===== config.mk =====
export PLATFORM = sky130hd
export DESIGN_NAME = pulse_ratio_single_wire_receiver
export DESIGN_NICKNAME = d
export VERILOG_FILES = /design/src/rtl/prswr_pkg.sv /design/src/rtl/pulse_ratio_single_wire_receiver.sv
export SDC_FILE = /design/constraint.sdc
export NUM_CORES = 1
export LEC_CHECK = 0
export CAP_MARGIN = 5
export CORE_UTILIZATION = 55
export DETAILED_ROUTE_END_ITERATION = 7
export DONT_BUFFER_PORTS = 1
export PLACE_DENSITY = 0.7
export SLEW_MARGIN = 30
export SYNTH_ARGS = -nofsm -noshare
export SYNTH_HDL_FRONTEND = slang
export SYNTH_SLANG_ARGS = --single-unit

===== constraint.sdc =====
create_clock -name clk -period 4.5 [get_ports clk]
set_input_delay 0.225 -clock clk [delete_from_list [all_inputs] [get_ports clk]]
set_output_delay 0.225 -clock clk [all_outputs]
set_load 0.05 [all_outputs]

===== src/rtl/prswr_pkg.sv =====
// Package: shared types and constants of the pulse ratio single wire receiver.
`timescale 1ns / 1ps

package prswr_pkg;

	localparam int MAX_FRAME_BYTES = 10;
	localparam int COUNTER_BITS = 17;

	localparam int CFG_DATA_W = 16;
	localparam int BYTE_COUNT_W = 4;
	localparam int BYTE_W = 8;
	localparam int BIT_POS_W = 3;

	localparam logic [CFG_DATA_W-1:0] SYNC_TIMEOUT_RESET = 16'd60000;
	localparam logic [CFG_DATA_W-1:0] INITIAL_FRAGMENT_RESET = 16'd30000;

	typedef enum logic {
		CFG_SYNC_TIMEOUT = 1'b0,
		CFG_INITIAL_FRAGMENT = 1'b1
	} cfg_index_t;

	typedef enum logic [1:0] {
		EV_DATA = 2'd0,
		EV_FRAME_END = 2'd1,
		EV_SYNC_ERROR = 2'd2
	} event_kind_t;

	typedef enum logic [1:0] {
		PH_IDLE = 2'd0,
		PH_SYNC = 2'd1,
		PH_HIGH = 2'd2,
		PH_LOW = 2'd3
	} phase_t;

endpackage


===== src/rtl/pulse_ratio_single_wire_receiver.sv =====
// Top level: pulse ratio single wire receiver with registered result output.
//
// One line sample enters per request on the in channel (in_valid, in_ready,
// line_level). A falling edge while idle opens a frame; each following
// high phase plus low phase is one bit, set when the high time is at least
// half of the fragment. Eight bits, most significant first, make a byte.
// Results leave on the out channel (out_valid, out_ready, event_kind,
// byte_value, byte_count): a data byte, a frame end with the byte count, or
// a sync timeout error. A sample gives at most one result.
// Throughput is one request per cycle while in_ready is high; a result is valid
// in the cycle after the request that causes it is accepted, from the output register.
// While a result waits in that register, a new request is still taken if
// out_ready is high in the same cycle; otherwise in_ready drops until the
// result has been taken.
// The configuration channel (cfg_valid, cfg_ready, cfg_index, cfg_data) is
// always ready and holds the sync timeout and the initial fragment length.
// Reset returns the receiver to idle with the line taken as high and loads
// the default register values; no result is pending after reset.
`timescale 1ns / 1ps

module pulse_ratio_single_wire_receiver #(
	parameter int MaxFrameBytes = prswr_pkg::MAX_FRAME_BYTES,
	parameter int CounterBits = prswr_pkg::COUNTER_BITS
) (
	input  logic                              clk,
	input  logic                              arst_n,
	input  logic                              in_valid,
	output logic                              in_ready,
	input  logic                              line_level,
	output logic                              out_valid,
	input  logic                              out_ready,
	output logic [1:0]                        event_kind,
	output logic [prswr_pkg::BYTE_W-1:0]      byte_value,
	output logic [prswr_pkg::BYTE_COUNT_W-1:0] byte_count,
	input  logic                              cfg_valid,
	output logic                              cfg_ready,
	input  logic                              cfg_index,
	input  logic [prswr_pkg::CFG_DATA_W-1:0]  cfg_data
);
	import prswr_pkg::*;

	localparam int CmpW = (CounterBits > CFG_DATA_W) ? CounterBits : CFG_DATA_W;
	localparam logic [CounterBits-1:0] CntMax = {CounterBits{1'b1}};
	localparam logic [7:0] MaxBytes = 8'(MaxFrameBytes);

	logic [CFG_DATA_W-1:0] sync_timeout_q;
	logic [CFG_DATA_W-1:0] initial_fragment_q;

	phase_t phase_q, phase_d;
	logic prev_level_q;
	logic [CounterBits-1:0] tick_q, tick_d;
	logic [CounterBits-1:0] high_q, high_d;
	logic [CounterBits-1:0] last_q, last_d;
	logic [BIT_POS_W-1:0] bit_pos_q, bit_pos_d;
	logic [BYTE_W-1:0] shift_q, shift_d;
	logic [BYTE_COUNT_W-1:0] bytes_q, bytes_d;

	logic out_valid_q;
	event_kind_t kind_q;
	logic [BYTE_W-1:0] value_q;
	logic [BYTE_COUNT_W-1:0] count_q;

	logic in_accept;
	logic falling;
	logic [CounterBits:0] limit_sum;
	logic [CounterBits-1:0] limit;
	logic limit_zero;
	logic [CounterBits-1:0] tick_inc;
	logic tick_over_limit;
	logic sync_over;
	logic [CounterBits:0] dur_sum;
	logic [CounterBits-1:0] dur;
	logic data_bit;
	logic [BYTE_W-1:0] shift_bit;
	logic frame_full;
	logic [CounterBits-1:0] init_sat;

	logic res_emit;
	event_kind_t res_kind;
	logic [BYTE_W-1:0] res_value;
	logic [BYTE_COUNT_W-1:0] res_count;

	assign cfg_ready = 1'b1;
	assign in_ready = !out_valid_q || out_ready;
	assign in_accept = in_valid && in_ready;

	assign falling = prev_level_q && !line_level;
	assign limit_sum = {1'b0, last_q} + {1'b0, last_q};
	assign limit = limit_sum[CounterBits] ? CntMax : limit_sum[CounterBits-1:0];
	assign limit_zero = (limit == '0);
	assign tick_inc = (tick_q == CntMax) ? CntMax : tick_q + 1'b1;
	assign tick_over_limit = (tick_inc > limit);
	assign sync_over = (CmpW'(tick_inc) > CmpW'(sync_timeout_q));
	assign dur_sum = {1'b0, high_q} + {1'b0, tick_q};
	assign dur = dur_sum[CounterBits] ? CntMax : dur_sum[CounterBits-1:0];
	assign data_bit = (high_q >= (dur >> 1));
	assign shift_bit = shift_q | (BYTE_W'(data_bit) << bit_pos_q);
	assign frame_full = ({4'b0, bytes_q} >= MaxBytes) || (bytes_q == {BYTE_COUNT_W{1'b1}});
	assign init_sat = (CmpW'(initial_fragment_q) > CmpW'(CntMax)) ?
		CntMax : CounterBits'(initial_fragment_q);

	// Next phase.
	always_comb begin
		phase_d = phase_q;
		unique case (phase_q)
			PH_IDLE: begin
				if (falling) phase_d = PH_SYNC;
			end
			PH_SYNC: begin
				if (!line_level) begin
					if (sync_over) phase_d = PH_IDLE;
				end else begin
					phase_d = limit_zero ? PH_IDLE : PH_HIGH;
				end
			end
			PH_HIGH: begin
				if (frame_full) phase_d = PH_IDLE;
				else if (line_level) begin
					if (tick_over_limit) phase_d = PH_IDLE;
				end else begin
					phase_d = limit_zero ? PH_IDLE : PH_LOW;
				end
			end
			PH_LOW: begin
				if (!line_level) begin
					if (tick_over_limit) phase_d = PH_IDLE;
				end else if (bit_pos_q != '0 && dur == '0) begin
					phase_d = PH_IDLE;
				end else begin
					phase_d = PH_HIGH;
				end
			end
			default: phase_d = PH_IDLE;
		endcase
	end

	// Result of the current sample.
	always_comb begin
		res_emit = 1'b0;
		res_kind = EV_FRAME_END;
		res_value = '0;
		res_count = bytes_q;
		unique case (phase_q)
			PH_IDLE: res_emit = 1'b0;
			PH_SYNC: begin
				if (!line_level) begin
					res_emit = sync_over;
					res_kind = EV_SYNC_ERROR;
					res_count = '0;
				end else begin
					res_emit = limit_zero;
				end
			end
			PH_HIGH: begin
				if (frame_full) res_emit = 1'b1;
				else if (line_level) res_emit = tick_over_limit;
				else res_emit = limit_zero;
			end
			PH_LOW: begin
				if (!line_level) begin
					res_emit = tick_over_limit;
				end else if (bit_pos_q == '0) begin
					res_emit = 1'b1;
					res_kind = EV_DATA;
					res_value = shift_bit;
				end else begin
					res_emit = (dur == '0);
				end
			end
			default: res_emit = 1'b0;
		endcase
	end

	// Counters and byte assembly.
	always_comb begin
		tick_d = tick_q;
		high_d = high_q;
		last_d = last_q;
		bit_pos_d = bit_pos_q;
		shift_d = shift_q;
		bytes_d = bytes_q;
		case (phase_q)
			PH_IDLE: begin
				if (falling) begin
					tick_d = '0;
					high_d = '0;
					last_d = init_sat;
					bit_pos_d = '1;
					shift_d = '0;
					bytes_d = '0;
				end
			end
			PH_SYNC: begin
				tick_d = line_level ? CounterBits'(1) : tick_inc;
			end
			PH_HIGH: begin
				if (!frame_full) begin
					if (line_level) begin
						tick_d = tick_inc;
					end else begin
						high_d = tick_q;
						tick_d = CounterBits'(1);
					end
				end
			end
			default: begin
				if (!line_level) begin
					tick_d = tick_inc;
				end else begin
					last_d = dur;
					tick_d = CounterBits'(1);
					high_d = '0;
					if (bit_pos_q == '0) begin
						shift_d = '0;
						bit_pos_d = '1;
						bytes_d = bytes_q + 1'b1;
					end else begin
						shift_d = shift_bit;
						bit_pos_d = bit_pos_q - 1'b1;
					end
				end
			end
		endcase
	end

	always_ff @(posedge clk or negedge arst_n) begin
		if (!arst_n) begin
			sync_timeout_q <= SYNC_TIMEOUT_RESET;
			initial_fragment_q <= INITIAL_FRAGMENT_RESET;
		end else if (cfg_valid) begin
			if (cfg_index == CFG_SYNC_TIMEOUT) sync_timeout_q <= cfg_data;
			else initial_fragment_q <= cfg_data;
		end
	end

	always_ff @(posedge clk or negedge arst_n) begin
		if (!arst_n) begin
			phase_q <= PH_IDLE;
			prev_level_q <= 1'b1;
			tick_q <= '0;
			high_q <= '0;
			last_q <= '0;
			bit_pos_q <= '1;
			shift_q <= '0;
			bytes_q <= '0;
		end else if (in_accept) begin
			phase_q <= phase_d;
			prev_level_q <= line_level;
			tick_q <= tick_d;
			high_q <= high_d;
			last_q <= last_d;
			bit_pos_q <= bit_pos_d;
			shift_q <= shift_d;
			bytes_q <= bytes_d;
		end
	end

	always_ff @(posedge clk or negedge arst_n) begin
		if (!arst_n) begin
			out_valid_q <= 1'b0;
		end else begin
			out_valid_q <= (in_accept && res_emit) || (out_valid_q && !out_ready);
		end
	end

	always_ff @(posedge clk) begin
		if (in_accept && res_emit) begin
			kind_q <= res_kind;
			value_q <= res_value;
			count_q <= res_count;
		end
	end

	assign out_valid = out_valid_q;
	assign event_kind = kind_q;
	assign byte_value = value_q;
	assign byte_count = count_q;

endmodule

==> impl_metrics.sql, run 1 <==
INSERT INTO impl_metrics (metric_group, metric, value, unit) VALUES
('power', 'intPower', '2.51', 'mW'),
('global_routing', 'grt_usage', '0.299', ''),
('power', 'portion_of_total_power_attributed_to_the_clock_network', '0.322', ''),
('route', 'ant_nets_after_route', '0', ''),
('global_routing', 'grt_start_max_net_pins', '103', ''),
('sta', 'hold_slack', '0.0354', 'ns'),
('yosys', 'syn_area_per_cell', '9.05', 'um^2'),
('route', 'drt_first_iter_violations', '725', ''),
('setup_path', 'cp_cell_sequence', 'ha_1 -> a21o_1 -> a31oi_1 -> a21boi_1 -> o31ai_2 -> buf_12 -> inv_1 -> nand2_1 -> ha_1 -> nand2b_1 -> a21o_1 -> a21o_1 -> a21o_1 -> a21oi_1 -> o221ai_2 -> buf_4 -> a41oi_1 -> nor2_1', ''),
('yosys', 'synth_async_sr_flop_share', '0.879', ''),
('setup_path', 'worst-path-buf-inv', '3', ''),
('yosys', 'seq_area_frac_synth', '0.393', ''),
('yosys', 'yosysWarningCount', '0', ''),
('min_path', 'min_path_type', 'primary input to flip-flop', ''),
('clocking', 'total_cts_buffers', '17', ''),
('clocking', 'cts-root-buf', 'clkbuf_16', ''),
('yosys', 'ys_ff_latch', '116', ''),
('floorplanning', 'floorplan.initialDensity', '0.570', ''),
('sta', 'timing_max_transition_violations_final', '0', ''),
('setup_path', 'crit_arrival', '4.44', 'ns'),
('power', 'powerDensity', '468', 'mW/mm^2'),
('final_layout', 'post_route_cells_drive_above_1_share', '0.121', ''),
('power', 'power.net_switching', '1.52', 'mW'),
('yosys', 'synth.area.top_cells', 'dfrtp_1 28%, ha_1 12%, nand2_1 6.6%', ''),
('setup_path', 'timing.critical_path.max_delay_family', 'compound AO/OA/AOI/OAI gates', ''),
('final_layout', 'ff_latch_area', '0.00300', 'mm^2'),
('clocking', 'worst_setup_hold_path_clk_slew', '0.06', 'ns'),
('global_routing', 'grt_first_pass_wirelength', '32.8', 'mm'),
('final_layout', 'multi_input_comb_area', '0.00434', 'mm^2'),
('yosys', 'syn_nets', '940', ''),
('yosys', 'netlist-cell-type-count', '72', ''),
('power', 'pwr-share-comb', '0.307', ''),
('route', 'post_drt_via_cell_ratio', '6.30', ''),
('setup_path', 'crit_type', 'flip-flop to flip-flop', ''),
('clocking', 'tritoncts', 'built', ''),
('clocking', 'cts_max_path_buffers', '2', ''),
('power', 'pwr-share-seq', '0.371', ''),
('placed_design', 'place.detailed.hpwl', '14.8', 'mm'),
('outcome', 'run_status', 'finished clean', ''),
('sta', 'fin_skew', '0.00847', 'ns'),
('yosys', 'synth_top_cell_area_share', '0.276', ''),
('final_layout', 'area_growth', '13.2', '%'),
('final_layout', 'final_cells', '1046', ''),
('final_layout', 'nFillCells', '1120', ''),
('route', 'post_drt_wl_per_cell', '19.2', 'um'),
('setup_path', 'timing.critical_path.slowest_cell_delay', '0.45', 'ns'),
('floorplanning', 'rows', '42', ''),
('floorplanning', 'dieArea', '0.0143', 'mm^2'),
('yosys', 'netlist_instances', '841', ''),
('global_routing', 'sum_of_overflow_across_all_layers_after_global_routing', '0', ''),
('clocking', 'cts.htree.levels', '4', ''),
('placed_design', 'buffer_ports.inserted', '0', ''),
('yosys', 'synth_enable_flop_cells', '14', ''),
('setup_path', 'setup.worst_path.end_class', 'flip-flop', ''),
('setup_path', 'slowest_library_cell_on_the_worst_path', 'dfrtp_1', ''),
('sta', 'slew_limit_headroom', '0.406', ''),
('clocking', 'cts_num_sinks', '116', ''),
('sta', 'rsz0062_at_grt', 'no', ''),
('run', 'max-cap-violations', '0', ''),
('power', 'sw_frac_of_total', '0.377', ''),
('floorplanning', 'dieHeight', '120', 'um'),
('route', 'post-route-drc-count', '0', ''),
('setup_path', 'timing.critical_path.required', '4.67', 'ns'),
('yosys', 'most_instantiated_flip_flop_cell_in_the_synthesis_netlist', 'dfrtp_1', ''),
('final_layout', 'design.final.nets', '956', ''),
('setup_path', 'worst_path_most_repeated_cell', 'a21o_1', ''),
('sta', 'max_clock_freq', '234', 'MHz'),
('sta', 'finalCritPeriodShare', '0.950', ''),
('power', 'ir_drop', '0.352', 'mV'),
('yosys', 'synth_area', '0.00761', 'mm^2'),
('route', 'via_count', '6592', '');
layout make-up:
type                    instances  share of cell area
clock buffers                  17              0.0494
clock inverters                15              0.0171
inverters                      39              0.0170
multi-input cells             647               0.503
flip-flops and latches        116               0.348
well taps                     176              0.0255
repair buffers                 36              0.0404
worst min-delay path, cell delays in order:
cell,delay (ns)
nand3_1,0.06
o21ai_1,0.08
o21ai_1,0.06
path summary, 6_finish.rpt:
| check | startpoint | to | depth (start not counted) |
|---|---|---|---|
| setup / recovery | tick_q[6]$_DFFE_PN0P_ | byte_value[2]$_SDFFCE_PN0P_ | 18 |
| hold / removal | line_level | tick_q[0]$_DFFE_PN0P_ | 3 |
| setup reg to reg | tick_q[6]$_DFFE_PN0P_ | byte_value[2]$_SDFFCE_PN0P_ | 18 |
| hold reg to reg | shift_q[5]$_DFFE_PN0P_ | shift_q[5]$_DFFE_PN0P_ | 2 |
| max in group asynchronous | arst_n | bit_pos_q[2]$_DFFE_PN1P_ | 2 |
| min in group asynchronous | arst_n | last_q[8]$_DFFE_PN0P_ | 2 |
sequential cells by signal, indices dropped and copies added (netlist names), 3 cells and up:
register / count
bytes_q: 4
high_q: 17
last_q: 17
initial_fragment_q: 16
byte_value: 8
byte_count: 4
tick_q: 17
shift_q: 8
bit_pos_q: 3
sync_timeout_q: 16
layout by cell type (no fill, tap or decap), types with 12 or more instances in the layout:
| cell type | count |
|---|---|
| mux2_2 | 17 |
| nand4_1 | 16 |
| o221ai_1 | 14 |
| dlygate4sd3_1 | 18 |
| a22o_1 | 15 |
| dfstp_2 | 18 |
| dfrtp_1 | 84 |
| ha_1 | 75 |
| nor3_1 | 17 |
| a21oi_1 | 44 |
| buf_4 | 16 |
| o21ai_1 | 12 |
| nand2_1 | 134 |
| nor2_1 | 68 |
| clkbuf_16 | 17 |
| o21ai_0 | 49 |
| xnor2_1 | 14 |
| nand3_1 | 16 |
| edfxtp_1 | 14 |
| a21o_1 | 12 |
| inv_1 | 36 |
per-layer routing:
| layer | wire length, um | part of all wire | track usage |
|---|---|---|---|
| met4 | 730 | 0.036 | 0.156 |
| met1 | 8680 | 0.43 | 0.402 |
| met3 | 1340 | 0.067 | 0.0523 |
| met2 | 9290 | 0.46 | 0.462 |
| met5 | 0 | 0 | 0 |
power by group through the flow:
stage | sequential, mW | clock [mW] | combinational (mW)
4_1_cts | 1.49 | 1.32 | 1.20
5_1_grt | 1.52 | 1.36 | 1.39
3_5_place_dp | 1.51 | 0 | 1.15
6_report | 1.50 | 1.30 | 1.24
3_3_place_gp | 1.50 | 0 | 1.11
2_1_floorplan | 1.44 | 0 | 0.895
cells by family (layout without fill, tap and decap cells):
group | Yosys count | in the layout | synth area share
flip-flops | 116 | 116 | 0.393
multiplexers | 22 | 22 | 0.0319
AO/OA/AOI/OAI | 217 | 217 | 0.195
XOR/XNOR | 21 | 21 | 0.0242
AND/OR/NAND/NOR | 310 | 310 | 0.188
adder cells (fa/ha/maj) | 76 | 76 | 0.126
other | 1 | 1 | 0.000492
buffers and inverters | 78 | 107 | 0.0409
metrics by stage:
step | worst slack [ns] | total power [mW] | util | setup TNS, ns | cell area [um^2]
6_report | 0.227 | 4.03 | 0.646 | 0 | 8620
5_1_grt | 0.00870 | 4.27 | 0.646 | 0 | 8620
4_1_cts | 0.111 | 4.01 | 0.643 | 0 | 8580
3_5_place_dp | -0.0435 | 2.66 | 0.584 | -0.0908 | 7800
3_3_place_gp | 0.157 | 2.61 | 0.584 | 0 | 7800
2_1_floorplan | 0.625 | 2.34 | - | 0 | 7610
timing repair:
| item | 4_1_cts | 5_1_grt |
|---|---|---|
| pin swaps | 0 | 1 |
| endpoints found under the hold margin | 135 | 0 |
| setup buffers | 0 | 2 |
| hold buffers | 19 | 0 |
| setup endpoints to repair | 4 | 8 |
| resized for setup | 1 | 2 |
(Power assumes the default switching activity.)
==> run 2: changes to the inputs <==
Settings changed: CORE_ASPECT_RATIO set to 1.75.
==> run 2 against run 1 <==
  * Combinational power up 3%
  * Die area rose by 0.13%
  * Register-to-register slack worse by 0.05 ns
  * Power is 4.1% higher
  * Flip-flop and latch count unchanged
  * Maximum frequency is 1.1% lower
  * Core utilization up 0.40 points
  * Clock skew down 0.0011 ns
  * Critical endpoint is now byte_value[5]$_SDFFCE_PN0P_
  * Highest routed layer unchanged
==> impl_metrics.sql, run 2 (same netlist as run 1, synthesis figures left out) <==
INSERT INTO impl_metrics (metric_group, metric, value, unit) VALUES
('placed_design', 'buffer_ports.inserted', '0', ''),
('route', 'detail_route.first_pass.iterations', '5', ''),
('sta', 'final.min_clock_period', '4.32', 'ns'),
('global_routing', 'first_global_vias', '6978', ''),
('final_layout', 'mostFrequentLayoutCells', '134 x nand2_1, 83 x dfrtp_1, 75 x ha_1, 68 x nor2_1, 49 x o21ai_0', ''),
('sta', 'setup_viol', '0', ''),
('global_routing', 'use_met2', '0.605', ''),
('final_layout', 'utilization_after_layout', '0.650', ''),
('global_routing', 'groute.layer.met3.usage', '0.0476', ''),
('final_layout', 'layout.cells.most_common', 'nand2_1', ''),
('floorplanning', 'floorplan.initialDensity', '0.566', ''),
('min_path', 'min_path_type', 'primary input to flip-flop', ''),
('placed_design', 'dp_worst_setup_slack', '-0.0339', 'ns'),
('global_routing', 'grt_util_met1', '0.333', ''),
('clocking', 'cts_num_sinks', '116', ''),
('final_layout', 'diodes', '0', ''),
('global_routing', 'number_of_antenna_violations_at_the_first_check_in_global_routing', '0', ''),
('setup_path', 'timing.reg2reg.setup_slack', '0.18', 'ns'),
('global_routing', 'grt_first_pass_wirelength', '35.6', 'mm'),
('power', 'ir_drop', '0.301', 'mV'),
('power', 'finalPower', '4.20', 'mW'),
('route', 'post-route-drc-count', '0', ''),
('clocking', 'cts-root-buf', 'clkbuf_16', ''),
('setup_path', 'crit_type', 'flip-flop to flip-flop', ''),
('sta', 'max_clock_freq', '231', 'MHz'),
('placed_design', 'routabilityCongestion', '1.01', ''),
('outcome', 'run_status', 'finished clean', ''),
('global_routing', 'global_route.peak_usage_layer', 'met2', ''),
('clocking', 'clock_latency_reported_for_the_late_side_of_the_worst_skew_pair', '0.42', 'ns'),
('clocking', 'cts_max_path_buffers', '2', ''),
('final_layout', 'stdcell_area', '0.00874', 'mm^2'),
('floorplanning', 'rows', '56', ''),
('route', 'ant_nets_after_route', '0', ''),
('final_layout', 'area_growth', '14.8', '%'),
('setup_path', 'setup.worst_path.end_class', 'flip-flop', ''),
('clocking', 'total_cts_buffers', '17', ''),
('sta', 'slew_limit_headroom', '0.375', ''),
('sta', 'final_hold_viol_count', '0', ''),
('sta', 'tightestPinTransition', '0.938', 'ns'),
('clocking', 'worst_setup_hold_path_clk_slew', '0.06', 'ns'),
('power', 'leakage_dissipation', '3.88', 'nW'),
('floorplanning', 'dieHeight', '158', 'um'),
('sta', 'finalCritPeriodShare', '0.960', ''),
('power', 'powerDensity', '480', 'mW/mm^2'),
('sta', 'rsz0062_at_grt', 'no', ''),
('sta', 'fin_skew', '0.00736', 'ns'),
('final_layout', 'reg.largest.list', 'high_q (17), last_q (17), tick_q (17)', ''),
('global_routing', 'grt_start_max_net_pins', '103', ''),
('sta', 'post-route-worst-setup-slack', '0.180', 'ns'),
('run', 'max-cap-violations', '0', ''),
('final_layout', 'design.final.nets', '968', ''),
('global_routing', 'sum_of_overflow_across_all_layers_after_global_routing', '0', ''),
('placed_design', 'postPlaceCellArea', '0.00789', 'mm^2'),
('global_routing', 'grt_usage', '0.328', ''),
('sta', 'timing_max_transition_violations_final', '0', ''),
('setup_path', 'critical_path_peak_fanout', '14', ''),
('setup_path', 'crit_arrival', '4.50', 'ns'),
('route', 'post_drt_wl_per_cell', '20.9', 'um'),
('route', 'post_drt_via_cell_ratio', '6.34', ''),
('floorplanning', 'dieArea', '0.0143', 'mm^2'),
('route', 'routed_wirelength', '22.0', 'mm'),
('final_layout', 'post_route_cells_drive_above_1_share', '0.137', ''),
('final_layout', 'nFillCells', '1106', ''),
('floorplanning', 'core', '0.0135', 'mm^2'),
('placed_design', 'place.detailed.hpwl', '16.5', 'mm'),
('clocking', 'tritoncts', 'built', ''),
('setup_path', 'timing.critical_path.required', '4.68', 'ns'),
('route', 'drt_first_iter_violations', '549', ''),
('route', 'via_count', '6699', ''),
('sta', 'hold_slack', '0.0257', 'ns'),
('setup_path', 'startpoint_type', 'flip-flop', ''),
('clocking', 'cts.htree.levels', '4', ''),
('floorplanning', 'die_w', '90.9', 'um'),
('floorplanning', 'ios', '40', '');
run 2: cell type report:
cell class / instances / area (um^2) / share of cell area
inverter: 39 / 146 / 0.0167
tap: 174 / 218 / 0.0249
multi-input combinational: 647 / 4340 / 0.496
clock buffer: 18 / 429 / 0.0491
timing repair buffer: 48 / 435 / 0.0498
clock inverter: 14 / 176 / 0.0202
sequential: 116 / 3000 / 0.343
run 2: worst max-delay path, cell delays in order (launching register included):
cell and delay [ns]:
dfrtp_1 0.49, and4_1 0.32, nand4_1 0.27, buf_4 0.24, nor2_1 0.13, xnor2_1 0.13, nand2_1 0.13, ha_1 0.32
nand4_1 0.20, or3_1 0.48, o32a_1 0.36, o31a_1 0.15, o21ai_1 0.18, nand2_1 0.07, a22oi_1 0.26, nand2_1 0.16
buf_12 0.18
run 2: what timing repair did:
item | in CTS | in global routing
resized for setup | 1 | 6
pin swaps | 0 | 2
setup buffers | 0 | 2
hold buffers | 18 | 0
endpoints found under the hold margin | 134 | 0
setup endpoints to repair | 4 | 20
run 2: final timing paths:
path | from | end | depth (start not counted)
worst max register to register | tick_q[4]$_DFFE_PN0P_ | byte_value[5]$_SDFFCE_PN0P_ | 16
min in group asynchronous | arst_n | sync_timeout_q[2]$_DFFE_PN0P_ | 2
worst min-delay path | in_valid | prev_level_q$_DFFE_PN1P_ | 2
worst min register to register | shift_q[0]$_DFFE_PN0P_ | shift_q[0]$_DFFE_PN0P_ | 1
max in group asynchronous | arst_n | sync_timeout_q[11]$_DFFE_PN1P_ | 2
worst max-delay path | tick_q[4]$_DFFE_PN0P_ | byte_value[5]$_SDFFCE_PN0P_ | 16
run 2: routing by layer:
metal  vias to the layer above  wire (um)
met5                         -          0
met4                         0       1570
met3                       106       1060
met2                       321      11900
met1                      3173       7510
li1                       3099          -
run 2: per-stage QoR:
step / std cells / setup TNS (ns)
2_1_floorplan: 841 / 0
3_3_place_gp: 1004 / 0
3_5_place_dp: 1004 / -0.0441
4_1_cts: 1054 / 0
5_1_grt: 1056 / 0
6_report: 1056 / 0
run 2: report_power, final:
part | internal (mW) | total, mW | switching (mW)
Clock | 0.876 | 1.41 | 0.531
Combinational | 0.475 | 1.28 | 0.803
Sequential | 1.28 | 1.51 | 0.236
Total | 2.63 | 4.20 | 1.57
